$ cat src/sv/cscan_pkg.sv
// ----------------------------------------------------------------------------
// cscan_pkg
// Shared constants, codes and types of the C-SCAN disk arm scheduler.
// ----------------------------------------------------------------------------
`default_nettype none

package cscan_pkg;

	// table geometry and field widths
	localparam int QUEUE_DEPTH    = 16;
	localparam int TRACK_BITS     = 16;
	localparam int REQUESTER_BITS = 8;
	localparam int AGE_BITS       = 16;
	localparam int IDX_BITS       = (QUEUE_DEPTH > 1) ? $clog2(QUEUE_DEPTH) : 1;
	localparam int CNT_BITS       = $clog2(QUEUE_DEPTH + 1);

	// item kinds
	localparam logic KIND_REQUEST = 1'b0;
	localparam logic KIND_RELEASE = 1'b1;

	// result status codes
	localparam logic STATUS_GRANT  = 1'b0;
	localparam logic STATUS_REJECT = 1'b1;

	// control sequencer states
	typedef enum logic [1:0] {
		ST_IDLE,
		ST_SCAN,
		ST_FINISH
	} state_t;

	// one word of the pending table
	typedef struct packed {
		logic [TRACK_BITS-1:0]     track;
		logic [REQUESTER_BITS-1:0] requester;
		logic [AGE_BITS-1:0]       age;
	} entry_t;

	// candidate for the next grant
	typedef struct packed {
		logic [IDX_BITS-1:0]       idx;
		logic [TRACK_BITS-1:0]     track;
		logic [REQUESTER_BITS-1:0] requester;
	} cand_t;

	// control from the sequencer to the picker
	typedef struct packed {
		logic                clear;
		logic                sample;
		logic                sample_valid;
		logic [IDX_BITS-1:0] sample_idx;
	} scan_ctl_t;

endpackage

`default_nettype wire

$ cat src/sv/disk_arm_cscan_scheduler.sv
// ----------------------------------------------------------------------------
// disk_arm_cscan_scheduler
// One-direction elevator (C-SCAN) arbiter for a disk head.
// ----------------------------------------------------------------------------
// Usage:
//   An item is taken when start is high and busy is low. kind selects a
//   request (requester, track) or a release of the disk.
//   Results come out registered: done is high for one cycle with status,
//   grant_requester and grant_track; the receiver must take them then.
//   A request leaves busy low: its grant or reject (if any) shows on done
//   in the next cycle, and a waiting request is written to the pending
//   table at once.
//   A release with entries waiting sweeps the table through its single read
//   port, one entry per cycle: busy is high through the sweep and its
//   finish state, and the grant appears on done in the cycle in which
//   busy falls. A release with nothing waiting leaves busy low and makes
//   the disk idle without a result.
//   Reset clears the valid bits, the head track, the arrival counter and
//   marks the disk idle; the table contents need no clearing.
// ----------------------------------------------------------------------------
`default_nettype none

module disk_arm_cscan_scheduler (
	input  wire logic                                   clk,
	input  wire logic                                   arst_n,
	input  wire logic                                   start,
	output logic                                        busy,
	input  wire logic                                   kind,
	input  wire logic [cscan_pkg::REQUESTER_BITS-1:0]   requester,
	input  wire logic [cscan_pkg::TRACK_BITS-1:0]       track,
	output logic                                        done,
	output logic                                        status,
	output logic [cscan_pkg::REQUESTER_BITS-1:0]        grant_requester,
	output logic [cscan_pkg::TRACK_BITS-1:0]            grant_track
);
	import cscan_pkg::*;

	state_t                    state_q;
	state_t                    state_d;
	logic                      disk_busy_q;
	logic [TRACK_BITS-1:0]     head_q;
	logic [AGE_BITS-1:0]       arr_q;
	logic [QUEUE_DEPTH-1:0]    valid_q;
	logic [CNT_BITS-1:0]       cnt_q;
	logic                      rd_s1;
	logic [IDX_BITS-1:0]       idx_s1;
	logic                      done_q;
	logic                      status_q;
	logic [REQUESTER_BITS-1:0] grant_req_q;
	logic [TRACK_BITS-1:0]     grant_track_q;

	logic                      accept;
	logic                      has_free;
	logic [IDX_BITS-1:0]       free_idx;
	logic                      rd_en;
	logic                      scan_last;
	logic                      tbl_we;
	entry_t                    wr_entry;
	entry_t                    rd_entry;
	scan_ctl_t                 ctl;
	logic                      pick_found;
	cand_t                     pick_sel;

	assign accept = start && !busy;

	// lowest free slot of the table
	always_comb begin
		free_idx = '0;
		for (int i = QUEUE_DEPTH - 1; i >= 0; i--) begin
			if (!valid_q[i]) begin
				free_idx = IDX_BITS'(i);
			end
		end
		has_free = ~&valid_q;
	end

	assign scan_last = rd_s1 && (idx_s1 == IDX_BITS'(QUEUE_DEPTH - 1));

	// next state
	always_comb begin
		state_d = state_q;
		case (state_q)
			ST_IDLE: begin
				if (accept && (kind == KIND_RELEASE) && (|valid_q)) begin
					state_d = ST_SCAN;
				end
			end
			ST_SCAN: begin
				if (scan_last) begin
					state_d = ST_FINISH;
				end
			end
			ST_FINISH: begin
				state_d = ST_IDLE;
			end
			default: begin
				state_d = ST_IDLE;
			end
		endcase
	end

	// sequencer outputs
	always_comb begin
		busy             = 1'b1;
		rd_en            = 1'b0;
		ctl.clear        = 1'b0;
		ctl.sample       = rd_s1;
		ctl.sample_valid = valid_q[idx_s1];
		ctl.sample_idx   = idx_s1;
		case (state_q)
			ST_IDLE: begin
				busy      = 1'b0;
				ctl.clear = 1'b1;
			end
			ST_SCAN: begin
				rd_en = (cnt_q < CNT_BITS'(QUEUE_DEPTH));
			end
			ST_FINISH: begin
				busy = 1'b1;
			end
			default: begin
				busy = 1'b1;
			end
		endcase
	end

	// table write on a request that has to wait
	always_comb begin
		wr_entry.track     = track;
		wr_entry.requester = requester;
		wr_entry.age       = arr_q;
		tbl_we = accept && (kind == KIND_REQUEST) && disk_busy_q && has_free;
	end

	cscan_table u_table (
		.clk   (clk),
		.we    (tbl_we),
		.waddr (free_idx),
		.wdata (wr_entry),
		.re    (rd_en),
		.raddr (cnt_q[IDX_BITS-1:0]),
		.rdata (rd_entry)
	);

	cscan_picker u_picker (
		.clk      (clk),
		.arst_n   (arst_n),
		.ctl      (ctl),
		.entry    (rd_entry),
		.head     (head_q),
		.arrivals (arr_q),
		.found    (pick_found),
		.sel      (pick_sel)
	);

	// sweep counter and read pipeline
	always_ff @(posedge clk or negedge arst_n) begin
		if (!arst_n) begin
			state_q <= ST_IDLE;
			cnt_q   <= '0;
			rd_s1   <= 1'b0;
		end else begin
			state_q <= state_d;
			rd_s1   <= rd_en;
			if (state_q == ST_IDLE) begin
				cnt_q <= '0;
			end else if (rd_en) begin
				cnt_q <= cnt_q + 1'b1;
			end
		end
	end

	always_ff @(posedge clk) begin
		if (rd_en) begin
			idx_s1 <= cnt_q[IDX_BITS-1:0];
		end
	end

	// disk state, head, valid bits and result strobe
	always_ff @(posedge clk or negedge arst_n) begin
		if (!arst_n) begin
			disk_busy_q <= 1'b0;
			head_q      <= '0;
			arr_q       <= '0;
			valid_q     <= '0;
			done_q      <= 1'b0;
		end else begin
			done_q <= 1'b0;
			if (accept && (kind == KIND_REQUEST)) begin
				if (!disk_busy_q) begin
					disk_busy_q <= 1'b1;
					head_q      <= track;
					done_q      <= 1'b1;
				end else if (has_free) begin
					valid_q[free_idx] <= 1'b1;
					arr_q             <= arr_q + 1'b1;
				end else begin
					done_q <= 1'b1;
				end
			end else if (accept && (kind == KIND_RELEASE) && !(|valid_q)) begin
				disk_busy_q <= 1'b0;
			end else if ((state_q == ST_FINISH) && pick_found) begin
				valid_q[pick_sel.idx] <= 1'b0;
				head_q                <= pick_sel.track;
				disk_busy_q           <= 1'b1;
				done_q                <= 1'b1;
			end
		end
	end

	// result payload
	always_ff @(posedge clk) begin
		if (accept && (kind == KIND_REQUEST)) begin
			status_q      <= disk_busy_q ? STATUS_REJECT : STATUS_GRANT;
			grant_req_q   <= requester;
			grant_track_q <= track;
		end else if (state_q == ST_FINISH) begin
			status_q      <= STATUS_GRANT;
			grant_req_q   <= pick_sel.requester;
			grant_track_q <= pick_sel.track;
		end
	end

	assign done            = done_q;
	assign status          = status_q;
	assign grant_requester = grant_req_q;
	assign grant_track     = grant_track_q;

endmodule

`default_nettype wire

$ cat src/sv/cscan_table.sv
// ----------------------------------------------------------------------------
// cscan_table
// Pending request table: one write port, one read port, registered read data.
// ----------------------------------------------------------------------------
`default_nettype none

module cscan_table (
	input  wire logic                               clk,
	input  wire logic                               we,
	input  wire logic [cscan_pkg::IDX_BITS-1:0]     waddr,
	input  wire cscan_pkg::entry_t                  wdata,
	input  wire logic                               re,
	input  wire logic [cscan_pkg::IDX_BITS-1:0]     raddr,
	output cscan_pkg::entry_t                       rdata
);
	import cscan_pkg::*;

	entry_t mem_q [QUEUE_DEPTH];

	// write port
	always_ff @(posedge clk) begin
		if (we) begin
			mem_q[waddr] <= wdata;
		end
	end

	// read port, registered output
	always_ff @(posedge clk) begin
		if (re) begin
			rdata <= mem_q[raddr];
		end
	end

endmodule

`default_nettype wire

$ cat src/sv/cscan_picker.sv
// ----------------------------------------------------------------------------
// cscan_picker
// Running selection over the table sweep: best entry at or above the head
// and best entry overall, smallest track first, oldest among equal tracks.
// ----------------------------------------------------------------------------
`default_nettype none

module cscan_picker (
	input  wire logic                               clk,
	input  wire logic                               arst_n,
	input  wire cscan_pkg::scan_ctl_t               ctl,
	input  wire cscan_pkg::entry_t                  entry,
	input  wire logic [cscan_pkg::TRACK_BITS-1:0]   head,
	input  wire logic [cscan_pkg::AGE_BITS-1:0]     arrivals,
	output logic                                    found,
	output cscan_pkg::cand_t                        sel
);
	import cscan_pkg::*;

	logic                up_found_q;
	cand_t               up_q;
	logic [AGE_BITS-1:0] up_wait_q;
	logic                all_found_q;
	cand_t               all_q;
	logic [AGE_BITS-1:0] all_wait_q;

	logic [AGE_BITS-1:0] waited;
	logic                in_upper;
	logic                up_better;
	logic                all_better;
	cand_t               cand;

	// compare the sampled entry against both running bests
	always_comb begin
		waited     = arrivals - entry.age;
		in_upper   = (entry.track >= head);
		cand.idx       = ctl.sample_idx;
		cand.track     = entry.track;
		cand.requester = entry.requester;
		up_better  = !up_found_q || (entry.track < up_q.track) ||
		             ((entry.track == up_q.track) && (waited > up_wait_q));
		all_better = !all_found_q || (entry.track < all_q.track) ||
		             ((entry.track == all_q.track) && (waited > all_wait_q));
	end

	// found flags
	always_ff @(posedge clk or negedge arst_n) begin
		if (!arst_n) begin
			up_found_q  <= 1'b0;
			all_found_q <= 1'b0;
		end else if (ctl.clear) begin
			up_found_q  <= 1'b0;
			all_found_q <= 1'b0;
		end else if (ctl.sample && ctl.sample_valid) begin
			if (in_upper && up_better) begin
				up_found_q <= 1'b1;
			end
			if (all_better) begin
				all_found_q <= 1'b1;
			end
		end
	end

	// best candidates
	always_ff @(posedge clk) begin
		if (ctl.sample && ctl.sample_valid && !ctl.clear) begin
			if (in_upper && up_better) begin
				up_q      <= cand;
				up_wait_q <= waited;
			end
			if (all_better) begin
				all_q      <= cand;
				all_wait_q <= waited;
			end
		end
	end

	// upper sweep first, wrap to the lowest track otherwise
	assign found = all_found_q;
	assign sel   = up_found_q ? up_q : all_q;

endmodule

`default_nettype wire

$ cat config.mk
export PLATFORM = sky130hd
export DESIGN_NAME = disk_arm_cscan_scheduler
export DESIGN_NICKNAME = d
export VERILOG_FILES = /design/src/sv/cscan_pkg.sv /design/src/sv/disk_arm_cscan_scheduler.sv /design/src/sv/cscan_table.sv /design/src/sv/cscan_picker.sv
export SDC_FILE = /design/constraint.sdc
export NUM_CORES = 1
export LEC_CHECK = 0
export BUFFER_PORTS_ARGS = -buffer_cell sky130_fd_sc_hd__buf_2
export CORE_ASPECT_RATIO = 1.25
export CORE_MARGIN = 8
export CORE_UTILIZATION = 45
export CTS_CLUSTER_SIZE = 10
export DETAILED_ROUTE_END_ITERATION = 8
export MAX_ROUTING_LAYER = met4
export PLACE_DENSITY = 0.65
export SLEW_MARGIN = 20
export SYNTH_ARGS = -nofsm -noshare
export SYNTH_HDL_FRONTEND = slang
export SYNTH_SLANG_ARGS = --single-unit
$ cat constraint.sdc
create_clock -name clk -period 14.4 [get_ports clk]
set_clock_uncertainty 0.15 [all_clocks]
set_input_delay 4.32 -clock clk [delete_from_list [all_inputs] [get_ports clk]]
set_output_delay 4.32 -clock clk [all_outputs]
set_load 0.05 [all_outputs]
# Word-level counts from Yosys, hierarchy flattened
# Memories as Yosys holds them, arrays and structs flattened. A register that Yosys moved wholly into a read port is not among the register bits.
# Index checks and enable logic that the tools add are counted.
[word_totals]
reg_bits = 177
ramBits = 640
in_bits = 28
out_inout_bits = 27
elab_cells = 159
memories = 1
[mem_list]
columns = ["name", "depth", "width", "rd", "rd_clocked_by_memory_dff", "write_ports", "line_no", "source"]
rows = [
  ["u_table.mem_q", 16, 40, 1, 1, 1, "cscan_table.sv:18", "entry_t mem_q [QUEUE_DEPTH];"],
]
[classes]
n_addsub = 3
order_cmp = 11
n_eq_ne = 11
n_mux = 63
n_bitwise = 5
reduce_logical = 43
[op_table]
columns = ["operator", "count"]
rows = [
  ["$mux W16", 11],
  ["$mux W4", 16],
  ["$eq A16 B16 Y1", 2],
  ["$gt A16 B16 Y1", 2],
  ["$lt A16 B16 Y1", 2],
  ["$mux W28", 1],
  ["$mux W1", 25],
  ["$add A16 B1 Y16 const B", 1],
  ["$and A16 B16 Y16", 1],
  ["$ge A16 B16 Y1", 1],
  ["$logic_and A1 B1 Y1", 16],
  ["$mux W8", 2],
  ["$not A16 Y16", 1],
  ["$or A16 B16 Y16", 1],
  ["$reduce_and A16 Y1", 1],
  ["$reduce_or A16 Y1", 1],
  ["$sub A16 B16 Y16", 1],
  ["$lt A4 B5 Y1 const B", 3],
  ["$reduce_bool A2 Y1", 6],
  ["$mux W5", 2],
  ["$reduce_and A2 Y1", 5],
  ["$demux W1 S4", 2],
  ["$ge A4 B1 Y1 const B", 2],
  ["$ne A2 B2 Y1 const B", 4],
  ["other kinds (16)", 27],
]

# Logic depth before layout (Yosys ltp)
# Gate-level depths: netlist of run 1.
[depth]
word_depth = 24
depth_mapped = 19
depth_no_buf = 19

# Modules after synthesis
# From an unflattened synthesis of run 1, not the netlist that was laid out.
[unflattened]
cells_unflattened = 1898
area_unflattened_um2 = 35275.1
[modules_own_cells]
columns = ["mod", "n_inst", "cells_per_inst", "area_each_um2", "seq_area_each_um2"]
rows = [
  ["cscan_table", 1, 1040, 25532.0, 20419.6],
  ["cscan_picker", 1, 525, 5758.0, 2692.6],
  ["disk_arm_cscan_scheduler", 1, 333, 3985.1, 2322.2],
]

# Worst setup path before layout of run 1
# OpenSTA, ideal clock, no wires.
[synth_timing]
path_type = "input -> register"
startpoint = "input port kind"
endpoint = "memory u_table.mem_q[3][0] in the netlist's numbering, enable pin"
setup_ns = 0.495
arrival_time_ns = 7.942
required_time_ns = 13.755
slack_ns = 5.812
stages = 4
n_path_buf = 1
path_cell_list = "nor4b_4 > nand2_1 > buf_2 > nor3b_1"
[synth_between]
elab_chain_len = 6
[synth_rtl]
columns = ["element", "line_no", "source"]
rows = [
  ["from (decl)", "disk_arm_cscan_scheduler.sv:28", "input wire logic kind,"],
  ["$not A1 Y1", "disk_arm_cscan_scheduler.sv:132", "tbl_we = accept && (kind == KIND_REQUEST) && disk_busy_q && has_free;"],
  ["$logic_and A1 B1 Y1 (3 in a row)", "disk_arm_cscan_scheduler.sv:132", ""],
  ["$mux W1", "cscan_table.sv:22", "if (we) begin"],
  ["$mux W1 (implied by the code)", "cscan_table.sv:23", "mem_q[waddr] <= wdata;"],
  ["to (decl)", "cscan_table.sv:18", ""],
]
# Every way passes these cells.

# Worst setup path after layout of run 1
[layout_timing]
startpoint = "input port kind"
endpoint = "memory u_table.mem_q[15][9] in the netlist's numbering, enable pin"
# The elaborated chain is that of the path after synthesis.

==> results of run 1 <==
## per-layer routing
metal / routed length [microns] / share of wire
met2: 39300 / 0.54
met5: 0 / 0
met1: 29100 / 0.40
met3: 3390 / 0.046
met4: 1350 / 0.018
## cell type report
type / instances / area, sq um / share of cell area
inverter: 112 / 420 / 0.0107
clock buffer: 143 / 2650 / 0.0676
timing repair buffer: 84 / 508 / 0.0130
sequential: 857 / 25400 / 0.649
clock inverter: 5 / 90.1 / 0.00230
multi-input combinational: 774 / 8850 / 0.226
antenna: 1 / 2.50 / 0.0000638
tap: 986 / 1230 / 0.0315
## final timing paths
path	start	endpoint	slack, ns
min in group asynchronous	arst_n	u_picker.up_found_q$_DFFE_PN0P_	3.70
max in group asynchronous	arst_n	cnt_q[0]$_DFFE_PN0P_	9.78
max reg2reg	arr_q[0]$_DFFE_PN0P_	u_picker.all_q[7]$_DFFE_PP_	8.32
min reg2reg	u_table.rdata[21]$_DFFE_PP_	u_picker.all_q[5]$_DFFE_PP_	0.29
max	kind	u_table.mem_q[15][9]$_DFFE_PP_	7.32
min	u_table.rdata[21]$_DFFE_PP_	u_picker.all_q[5]$_DFFE_PP_	0.29
## worst max-delay path: stages
cell and delay [ns]:
buf_2 0.12, nor4b_4 0.20, buf_4 0.49, nand2_1 0.51, nor3_2 0.32, nand3_1 0.42
nor2_4 0.22, buf_4 0.55
## layout by cell type, fill, tap and decap left out, types with 54 or more instances in the layout
cell type    n
edfxtp_1   797
ha_1        97
inv_1      111
clkbuf_16   98
mux4_2     204
dfrtp_1     55
buf_2       54
nand2_1     74
o21ai_0     75
## kinds of logic (layout without fill, tap and decap cells)
family                     Yosys count  in the layout  synth area share
xor gates and xnor gates            28             28           0.00705
other                                0              1                 0
DFF                                857            857             0.731
and+or+nand+nor                    212            212            0.0297
adders and majority gates           98             98            0.0355
muxes                              247            247             0.145
AOI/OAI and AO/OA                  189            189            0.0322
buffers and inverters              173            344            0.0194
## flip-flops by register name (all words and copies together), names as in the netlist, 2 cells and up
name,count
u_table.mem_q,640
u_table.rdata,40
u_picker.all_q,28
u_picker.up_q,28
arr_q,16
grant_track,16
head_q,16
u_picker.all_wait_q,16
u_picker.up_wait_q,16
valid_q,16
grant_requester,8
cnt_q,5
idx_s1,4
state_q,2
## power breakdown
part | internal, mW | switching [mW] | total [mW]
clock | 1.26 | 0.912 | 2.17
combinational | 0.869 | 1.12 | 1.99
sequential | 3.14 | 0.217 | 3.35
total | 5.26 | 2.25 | 7.52
## stage by stage
stage               std cells  worst slack, ns  utilization  hold slack (ns)
floorplan                1804             5.81            -            0.271
global placement         2813             6.71        0.473            0.281
detailed placement       2813             6.62        0.473            0.283
CTS                      2961             7.30        0.509            0.295
global route             2962             7.13        0.509            0.316
finish                   2962             7.32        0.509            0.293
==> metrics.cfg, run 1 <==
[logic_synthesis]
yosys-top-cells-count = edfxtp_1, mux4_2, inv_1, ha_1, o21ai_0
synth_edf_count = 797
synth_nets = 1930
synthArstFlopShare = 0.0700
ys_seq_area_frac = 0.731
synth.largest_area_cell = edfxtp_1
yosysMostFrequentCell = edfxtp_1
synth_area_leaders = edfxtp_1, mux4_2, dfrtp_1
syn_area_sq_um = 34800
synth_cell_types = 56
ys_seq_elements = 857
synthCells = 1804
synth_flop_cell = edfxtp_1
yosysWarnings = 0
synth.avg_cell_area_sq_um = 19.3
synth_top_area_share = 0.688

[grt]
antenna_found_initial = 4
grt_first_pass_wirelength_mm = 113
busiest_layer = met2
grt_max_degree = 110
use_met1 = 0.213
grt_pass1_vias = 18100
use_met2 = 0.311
grt-ovfl-total = 0
use_met3 = 0.0274
track_usage = 0.177

[timing]
tightest_slew_ns = 1.03
finalCriticalPeriod_ns = 7.08
setup_viol = 0
fmax_ghz = 0.141
min_period_over_period = 0.492
finalSetupTns_ns = 0
rsz0062_at_grt = false
hold_viol = 0
drv_slew = 0
slew_headroom = 0.317

[critical_path]
worstPathArrival_ns = 7.19
worstPathRequired_ns = 14.51
path_max_fanout = 51
crit_type = in -> reg
startpoint_type = input pin
end_kind = register
reg2regPathDepth = 20

[cts]
clock_path_buffers = 3
postCtsSetupBuffers = 0
cts.repair.resized = 0
clk_pin_slew_ns = 0.05
cts_buffers = 96
ctsHoldBuffers = 0
root_buffer = clkbuf_16
clock-sinks = 857
clkLatencyLatePin_ns = 0.64
ctsHtreeMaxLevel = 3
cts_tree = yes

[placed_design]
gp_congestion = 0.797
hpwl_mm = 43.4
place_area_sq_um = 36500
port_buffers = 54

[detailed_routing]
ant_nets = 0
routed-via-count = 17100
via_per_inst = 5.76
drtPass1Iterations = 8
wl_per_cell_microns = 24.7
drc_errors = 0
routed_wl_mm = 73.1
drt-initial-drc-count = 1414

[outcome]
outcome = finished clean

[cells_and_area]
fin_nets = 2051
syn_to_final_growth_pct = 12.7
fillers = 6071
final_area_sq_um = 39200
drive_above_1_share = 0.226

[pwr]
ir_worst_vdd_v = 0.000178
powerDensity_nw_per_um2 = 192
p_leak_nw = 13.3
finalPower_mw = 7.52

[die]
io_pins = 55
num_rows = 114
initial_utilization = 0.452
die_h_microns = 327
die_w_microns = 265
core_sq_um = 77000
die_area_sq_um = 86500

[worst_hold_path]
min_path_cells = 0
hold_class = reg -> reg

[job]
maxCapViolCount = 0

(Power assumes the default switching activity.)
==> run 2, diff against run 1 <==
--- a/config.mk
+++ b/config.mk
@@ -12,7 +12,7 @@
 export CTS_CLUSTER_SIZE = 10
 export DETAILED_ROUTE_END_ITERATION = 8
 export MAX_ROUTING_LAYER = met4
-export PLACE_DENSITY = 0.65
+export PLACE_DENSITY = 0.68
 export SLEW_MARGIN = 20
 export SYNTH_ARGS = -nofsm -noshare
 export SYNTH_HDL_FRONTEND = slang
==> constraint.sdc (replaced) <==
create_clock -name clk -period 6.1 [get_ports clk]
set_clock_uncertainty 0.15 [all_clocks]
set_input_delay 1.83 -clock clk [delete_from_list [all_inputs] [get_ports clk]]
set_output_delay 1.83 -clock clk [all_outputs]
set_load 0.05 [all_outputs]
==> metrics.cfg, run 2 (synthesized netlist as in run 1, its figures left out) <==
[pwr]
p_leak_nw = 13.4  ; +0.51%
powerDensity_nw_per_um2 = 454  ; +140%
ir_worst_vdd_v = 0.000253  ; +42%

[cells_and_area]
final_util = 0.511  ; +0.00167
reg_top3 = u_table.mem_q x640, u_table.rdata x40
mostFrequentLayoutCells = edfxtp_1, mux4_2, inv_1
largest_reg_flops = 640  ; unchanged
drive_above_1_share = 0.225  ; -0.000844
fin_nets = 2062  ; +0.54%
layout_commonest_cell = edfxtp_1
fillers = 6082  ; +0.18%
final_area_sq_um = 39300  ; +0.33%
regMostFlops = u_table.mem_q
fin_cells = 2997  ; +1.2%
syn_to_final_growth_pct = 13.1

[outcome]
outcome = finished clean

[cts]
cts_tree = yes
cts_buffers = 96  ; unchanged
postCtsSetupBuffers = 0  ; unchanged
ctsHoldBuffers = 0  ; unchanged
ctsHtreeMaxLevel = 3  ; unchanged
clk_pin_slew_ns = 0.05  ; about the same
clock-sinks = 857  ; unchanged
clock_path_buffers = 3  ; unchanged
root_buffer = clkbuf_16
cts.repair.resized = 0  ; unchanged
clkLatencyLatePin_ns = 0.64  ; about the same

[critical_path]
end_kind = register
crit_path_cell_trace = inv_1, ha_1, inv_1, fa_1, a21oi_1, o21ai_1, o41ai_1, o31ai_1, a21o_1, a21oi_1, xnor2_1, ha_1, nand4_1, nor2_1, o31ai_1, a221oi_1, o31a_2, buf_12
slowest_stage = o41ai_1
worstPathArrival_ns = 5.65  ; -1.54 ns
path_buf_inv = 3  ; unchanged
crit_type = reg -> reg
startpoint_type = register
critPathMaxStageDelay_ns = 0.58  ; +0.03 ns
critPathTopFamily = compound AO/OA/AOI/OAI gates
worstPathRequired_ns = 6.28  ; -8.23 ns
path_max_fanout = 26  ; -49%

[detailed_routing]
drtPass1Iterations = 6  ; -2
drc_errors = 0  ; unchanged
drt-initial-drc-count = 1510  ; +6.8%
via_per_inst = 5.81  ; +0.84%
wl_per_cell_microns = 25.4  ; +2.9%
ant_nets = 0  ; unchanged
routed-via-count = 17400  ; +2.0%
routed_wl_mm = 76.2  ; +4.2%

[placed_design]
hpwl_mm = 43.6  ; +0.62%
pre_cts_ws_ns = 0.667  ; -5.96 ns
placed_cells = 2824  ; +0.39%
place_area_sq_um = 36600  ; +0.27%
port_buffers = 54  ; unchanged
gp_congestion = 0.841  ; +5.5%

[timing]
min_period_over_period = 0.897
drv_slew = 0  ; unchanged
finalCriticalPeriod_ns = 5.47
tightest_slew_ns = 0.984  ; -0.0416 ns
finalSetupTns_ns = 0  ; unchanged
rsz0062_at_grt = false
setup_viol = 0  ; unchanged
fmax_ghz = 0.183
slew_headroom = 0.343  ; +0.0262
fin_ws_ns = 0.628  ; -6.69 ns
hold_viol = 0  ; unchanged

[job]
maxCapViolCount = 0  ; unchanged

[grt]
grt_max_degree = 64  ; -42%
track_usage = 0.181  ; +0.00469
grt_first_pass_wirelength_mm = 115  ; +1.5%
antenna_found_initial = 2  ; -2
grt-ovfl-total = 0  ; unchanged
grt_pass1_vias = 18200  ; +0.56%

[die]
initial_utilization = 0.452  ; unchanged
io_pins = 55  ; unchanged
num_rows = 114  ; unchanged
die_w_microns = 265  ; unchanged
core_sq_um = 77000  ; unchanged
die_area_sq_um = 86500  ; unchanged
die_h_microns = 327  ; unchanged

[worst_hold_path]
hold_class = reg -> reg

[run 2: metal layers]
metal | vias to the layer above | track usage | part of all wire | wire [microns]
met3 | 128 | 0.0310 | 0.063 | 4800
met2 | 596 | 0.296 | 0.51 | 38500
met1 | 9149 | 0.230 | 0.40 | 30700
met4 | 0 | 0.0632 | 0.028 | 2150
met5 | - | - | 0 | 0
li1 | 7536 | - | - | -
[run 2: final cells by class]
cell class	instances	area, sq um	area share
clock inverter	5	38.8	0.000986
antenna	2	5.00	0.000127
clock buffer	166	2730	0.0694
inverter	112	420	0.0107
timing repair buffer	95	628	0.0160
sequential	857	25400	0.647
multi-input combinational	774	8830	0.224
tap	986	1230	0.0314
[run 2: power breakdown]
group	switching, mW	internal (mW)
Sequential	0.566	7.40
Combinational	2.65	2.10
Clock	2.15	3.01
[run 2: per-stage QoR]
stage | hold slack, ns | power, mW
after floorplan | 0.271 | 11.3
after global placement | 0.277 | 12.7
after detailed placement | 0.284 | 12.9
after CTS | 0.309 | 18.0
after global routing | 0.318 | 18.7
final | 0.307 | 17.9
[run 2: worst paths after layout]
check,slack (ns),cells past startpoint,startpoint,endpoint
worst min register to register,0.31,0,u_table.rdata[20]$_DFFE_PP_,u_picker.all_q[4]$_DFFE_PP_
worst min-delay path,0.31,0,u_table.rdata[20]$_DFFE_PP_,u_picker.all_q[4]$_DFFE_PP_
min in group asynchronous,1.08,1,arst_n,valid_q[2]$_DFFE_PN0P_
worst max-delay path,0.63,18,arr_q[0]$_DFFE_PN0P_,u_picker.up_q[27]$_DFFE_PP_
max in group asynchronous,3.74,2,arst_n,cnt_q[0]$_DFFE_PN0P_
worst max register to register,0.63,18,arr_q[0]$_DFFE_PN0P_,u_picker.up_q[27]$_DFFE_PP_
